[config.mk]
export PLATFORM = sky130hd
export DESIGN_NAME = rgbc_filter
export DESIGN_NICKNAME = d
export VERILOG_FILES = /design/src/rtl/rgb_convolution_3x3_clamp_macros.svh /design/src/rtl/rgbc_pkg.sv /design/src/rtl/rgbc_filter.sv
export SDC_FILE = /design/constraint.sdc
export NUM_CORES = 1
export LEC_CHECK = 0
export BUFFER_PORTS_ARGS = -buffer_cell sky130_fd_sc_hd__buf_4
export CORE_AREA = 8 8 178 96
export DETAILED_ROUTE_END_ITERATION = 16
export DIE_AREA = 0 0 186 104
export PLACE_DENSITY = 0.89
export SYNTH_ARGS = -nofsm -noshare
export SYNTH_HDL_FRONTEND = slang
export SYNTH_SLANG_ARGS = --single-unit
[constraint.sdc]
create_clock -name vclk -period 6.2
set_clock_uncertainty 0.2 [all_clocks]
set_input_delay 0.93 -clock vclk [all_inputs]
set_output_delay 0.93 -clock vclk [all_outputs]
set_load 0.05 [all_outputs]
[src/rtl/rgb_convolution_3x3_clamp_macros.svh]
// assertion helpers for the checked module
`ifndef RGB_CONVOLUTION_3X3_CLAMP_MACROS_SVH
`define RGB_CONVOLUTION_3X3_CLAMP_MACROS_SVH

// same-cycle implication
`define RGBC_ASSERT_NOW(label, clk, rst, lhs, rhs) \
   label: assert property (@(posedge clk) disable iff (rst) (lhs) |-> (rhs)) \
      else $error("rgbc same-cycle check failed");

// next-cycle implication
`define RGBC_ASSERT_NEXT(label, clk, rst, lhs, rhs) \
   label: assert property (@(posedge clk) disable iff (rst) (lhs) |=> (rhs)) \
      else $error("rgbc next-cycle check failed");

`endif

[src/rtl/rgbc_pkg.sv]
package rgbc_pkg;

   localparam int PIX_BITS       = 8;
   localparam int ROW_BITS       = 12;
   localparam int COL_BITS       = 11;
   localparam int WIDTH_BITS     = 12;
   localparam int HEIGHT_BITS    = 13;
   localparam int CSR_INDEX_BITS = 8;
   localparam int CSR_DATA_BITS  = 16;
   localparam int ACC_BITS       = 12;

   localparam int DEFAULT_MAX_WIDTH = 2048;
   localparam int MAX_HEIGHT        = 4096;
   localparam int MIN_DIM           = 4;
   localparam int WIDTH_RESET       = 640;
   localparam int HEIGHT_RESET      = 480;
   localparam int CLAMP_MAX         = 255;
   localparam int BORDER            = 3;

   localparam logic [CSR_INDEX_BITS-1:0] CSR_IMAGE_WIDTH  = CSR_INDEX_BITS'(0);
   localparam logic [CSR_INDEX_BITS-1:0] CSR_IMAGE_HEIGHT = CSR_INDEX_BITS'(1);

   typedef struct packed {
      logic [PIX_BITS-1:0] blue;
      logic [PIX_BITS-1:0] green;
      logic [PIX_BITS-1:0] red;
   } pixel_type;

   typedef logic signed [2:0] coef_type;

   // row i of the window, column offset j back from the newest column
   localparam coef_type KERNEL [3][3] = '{
      '{coef_type'(-2), coef_type'(-1), coef_type'(-2)},
      '{coef_type'(-1), coef_type'(1),  coef_type'(1)},
      '{coef_type'(2),  coef_type'(1),  coef_type'(2)}
   };

   typedef struct packed {
      pixel_type           pixel;
      logic [ROW_BITS-1:0] row;
      logic [COL_BITS-1:0] col;
      logic                filtered;
      logic                last;
   } result_type;

endpackage

[src/rtl/rgbc_filter.sv]
module rgbc_filter (
   input  rgbc_pkg::pixel_type taps [3][3],
   output rgbc_pkg::pixel_type filtered
);
   import rgbc_pkg::*;

   logic [3*PIX_BITS-1:0] result;

   always_comb begin
      logic signed [ACC_BITS-1:0] acc;
      logic [3*PIX_BITS-1:0]      flat;
      logic [PIX_BITS-1:0]        sample;
      result = '0;
      for (int ch = 0; ch < 3; ch++) begin
         acc = '0;
         for (int i = 0; i < 3; i++) begin
            for (int j = 0; j < 3; j++) begin
               flat   = taps[i][j];
               sample = flat[ch*PIX_BITS +: PIX_BITS];
               acc    = acc + ACC_BITS'(KERNEL[i][j]) * ACC_BITS'($signed({1'b0, sample}));
            end
         end
         // saturate to the pixel range
         if (acc[ACC_BITS-1]) begin
            result[ch*PIX_BITS +: PIX_BITS] = '0;
         end else if (acc > ACC_BITS'(CLAMP_MAX)) begin
            result[ch*PIX_BITS +: PIX_BITS] = PIX_BITS'(CLAMP_MAX);
         end else begin
            result[ch*PIX_BITS +: PIX_BITS] = acc[PIX_BITS-1:0];
         end
      end
   end

   assign filtered = result;
endmodule

; Word level (Yosys, flattened, before mapping)
; Index checks and enable logic that the tools add are counted.
[word_totals]
register_bits = 0
input_bits = 216
out_inout_bits = 24
wordCells = 45
[classes]
n_addsub = 36
n_lt_le_gt_ge = 3
mux = 6
[op_table]
columns = cell, count
row1 = 12-bit adder, 9
row2 = 12-bit by 9-bit adder with 12-bit output, 9
row3 = 12-bit by 10-bit adder with 12-bit output, 6
row4 = 8-bit negation with 12-bit output, 6
row5 = 8-bit negation with 11-bit output, 6
row6 = 8-bit 2-to-1 mux, 6
row7 = 12-bit by 9-bit > comparator with 1-bit output (second input constant), 3

; Depth between registers and ports, before layout
[depth]
depth_word = 12
ltp_mapped = 19
ltp_nobuf = 19

; Worst setup path before layout
; No wires, ideal clock.
[synth_timing]
kind = in2out
start = input port taps[146] in the netlist's numbering
end = output port filtered[4] in the netlist's numbering
arrival_ns = 6.249
required_time_ns = 5.070
setup_slack_ns = -1.179
path_stages = 16
path_buffers = 0
path_cell_list = or4_4 > or4_2 > xor2_1 > fa_1 > fa_1 > fa_1 > inv_1 > fa_1 > inv_1 > ha_1 > o21ai_0 > nor2b_1 > a31oi_1 > o21ai_0 > a22o_1 > a31oi_1
[synth_lines]
columns = item, line_no
row1 = "start, declared", rgbc_filter.sv:2  ; input rgbc_pkg::pixel_type taps [3][3],
row2 = "end, declared", rgbc_filter.sv:3  ; output rgbc_pkg::pixel_type filtered

==> impl_metrics.toml <==
[finish]
fin_cells = 1363
nNetsFinal = 1605
antenna_cells = 0
drive_gt1_share_pct = 46.4
n_clock_buffer = 0
final_util_pct = 77.6
seq_cell_count = 0
register_area_um2 = 0
syn_to_final_growth_pct = 64.8

[critical_path]
crit_end = "filtered[10]"
critical_path.slowest_cell = "fa_1"
cp_cell_sequence = "buf_8 -> nor3_4 -> buf_6 -> nand3_4 -> xor2_2 -> fa_1 -> fa_1 -> inv_1 -> fa_1 -> fa_1 -> inv_2 -> ha_4 -> or3_4 -> a21oi_4 -> nor2_4 -> or3b_4 -> a311o_2 -> o21a_4 -> buf_8"
path_class = "in -> out"
cpMostUsedCell = "fa_1"
endpoint_kind = "output pin"
crit_cells = 19
worst_setup_path_startpoint = "taps[204]"
worst_setup_path_start_kind = "input pin"
cp.arrival_ns = 5.94
crit_family = "adder cells"
crit_buf_inv = 5
worst-path-max-fanout = 4
max_stage_delay_ns = 0.55
cp.required_ns = 5.07

[logic_synthesis]
postSynthAreaPerCell_um2 = 8.82
syn_inst = 787
synthMuxAreaShare_pct = 0.306
synthAdderAreaFrac_pct = 58.9
yosysMostFrequentCell = "inv_1"
ys_types = 43
yosysSeqAreaShare_pct = 0
synth-compound-area-share_pct = 8.65
syn-num-nets = 1231
synthSimpleGateAreaFrac_pct = 6.80
yosysWarnings = 0
synth_top_family_by_area = "adder cells"
synth_xor_area_share_pct = 8.22
netlist.area_leader.share_pct = 47.6
synth_common_cells = "316 x inv_1, 165 x fa_1, 63 x ha_1"
yosysTopAreaCell = "fa_1"
syn_area_mm2 = 0.00694
ys_top_cells_by_area = "fa_1 48%, inv_1 17%, ha_1 11%, xor2_1 4.2%, xnor2_1 3.0%"

[clocking]
cts_hold_buffers = 0

[timing]
fin_ws_ns = -0.871
worst_pin_slew_ns = 0.808
fin_crit_ns = 7.07
hold_violations = 0
hold_slack_ns = 2.18
rsz0062_at_grt = "true"
clock.fmax_ghz = 0.141
finalMaxSlewViolations = 0
setup_viol = 24
fin_crit_sh_pct = 114
slew-limit-headroom_pct = 45.8

[detailed_routing]
ant_nets = 0
drc = 0
wl_per_cell_um = 19.2
vias_per_cell = 4.89
wirelength_um = 26200
drt-initial-drc-count = 257
dr.pass1.iters = 5
vias = 6666

[run]
maxCapViolCount = 0

[floorplan]
pin_count = 240
die_y_um = 104
coreArea_mm2 = 0.0147
initial_core_util_pct = 47.1
die_area_mm2 = 0.0193
die_w_um = 186
fp-row-count = 32

[global_route]
grt_pass1_vias = 7681
antenna_found_initial = 0
grt_max_degree = 9
globalRouteOverflowTotal = 0
grt_pass1_wl_um = 40100
grt_use_total_pct = 26.1

[placed_design]
io_buffers = 240
globalplace.congestion = 0.906
placedCellCount = 1343
place.detailed.hpwl_um = 21600

[status]
outcome = "finished with violations"
failed_checks = "setup timing"

[worst_hold_path]
worstHoldPathType = "in -> out"
-- worst min-delay path by stage --
stage / cells after the start / to / startpoint
5_1_grt: 4 / filtered[16] / taps[16]
3_5_place_dp: 4 / filtered[16] / taps[16]
3_3_place_gp: 4 / filtered[16] / taps[16]
4_1_cts: 4 / filtered[16] / taps[16]
6_report: 4 / filtered[16] / taps[16]
2_1_floorplan: 2 / filtered[8] / taps[8]
-- timing repair --
item,CTS,global route
gates resized for setup,149,47
endpoints found under the setup margin,24,24
setup buffers,15,6
cloned,0,0
pin swaps,83,45
-- tightest hold or removal path, delay by kind of cell --
family | cells | cell delay (ns)
buffers and inverters | 2 | 0.23
adders and majority gates | 1 | 0.13
AOI/OAI and AO/OA | 1 | 0.15
-- layout by cell type (no fill, tap or decap), types with 3 or more instances in the layout --
| cell | instances |
|---|---|
| nor3_4 | 6 |
| o21bai_1 | 5 |
| nor4_2 | 3 |
| nor2_2 | 6 |
| o21a_4 | 5 |
| a21o_1 | 9 |
| buf_8 | 9 |
| ha_4 | 18 |
| ha_1 | 42 |
| o21a_2 | 4 |
| xor2_1 | 20 |
| o21ai_2 | 6 |
| ha_2 | 3 |
| a21oi_1 | 11 |
| xnor2_2 | 4 |
| inv_1 | 295 |
| buf_12 | 4 |
| a21oi_4 | 13 |
| o21ai_0 | 3 |
| nor2_4 | 4 |
| buf_4 | 327 |
| buf_6 | 32 |
| o21ai_1 | 3 |
| a31oi_4 | 8 |
| or4_4 | 3 |
| nor2_1 | 20 |
| a211oi_2 | 4 |
| xnor2_1 | 19 |
| xnor2_4 | 4 |
| nand2_1 | 15 |
| xor2_2 | 11 |
| inv_2 | 20 |
| fa_2 | 4 |
| nor4_4 | 5 |
| fa_1 | 161 |
| nor3_2 | 4 |
-- layout make-up --
class,instances,area [um^2]
Inverter,316,1190
Timing Repair Buffer,372,3030
Multi-Input combinational cell,471,6970
Fill cell,888,3290
Tap cell,204,255
-- layer usage --
metal,track usage (%),share of wire [%],vias up,wire [um]
met3,3.45,6.0,58,1570
met1,34.8,42,3318,11100
li1,-,-,3038,-
met4,6.48,2.8,0,731
met2,44.3,49,252,12800
met5,0,0,-,0
-- kinds of logic after synthesis --
| group | after synthesis |
|---|---|
| mux | 2 |
| buf+inv | 316 |
| xor+xnor | 61 |
| fa+ha+maj | 228 |
| compound gates | 91 |
| simple gates | 89 |
-- through the flow --
step / worst slack (ns) / TNS [ns] / instance area (um^2)
2_1_floorplan: -0.637 / -7.60 / 7400
3_3_place_gp: -0.878 / -17.62 / 10300
3_5_place_dp: -0.989 / -20.88 / 10300
4_1_cts: -0.737 / -13.66 / 11100
5_1_grt: -1.01 / -18.95 / 11400
6_report: -0.871 / -15.74 / 11400
Power is left out: the tool's default activity adds up to more than one toggle a clock period on the data nets, which glitch-free logic cannot reach.
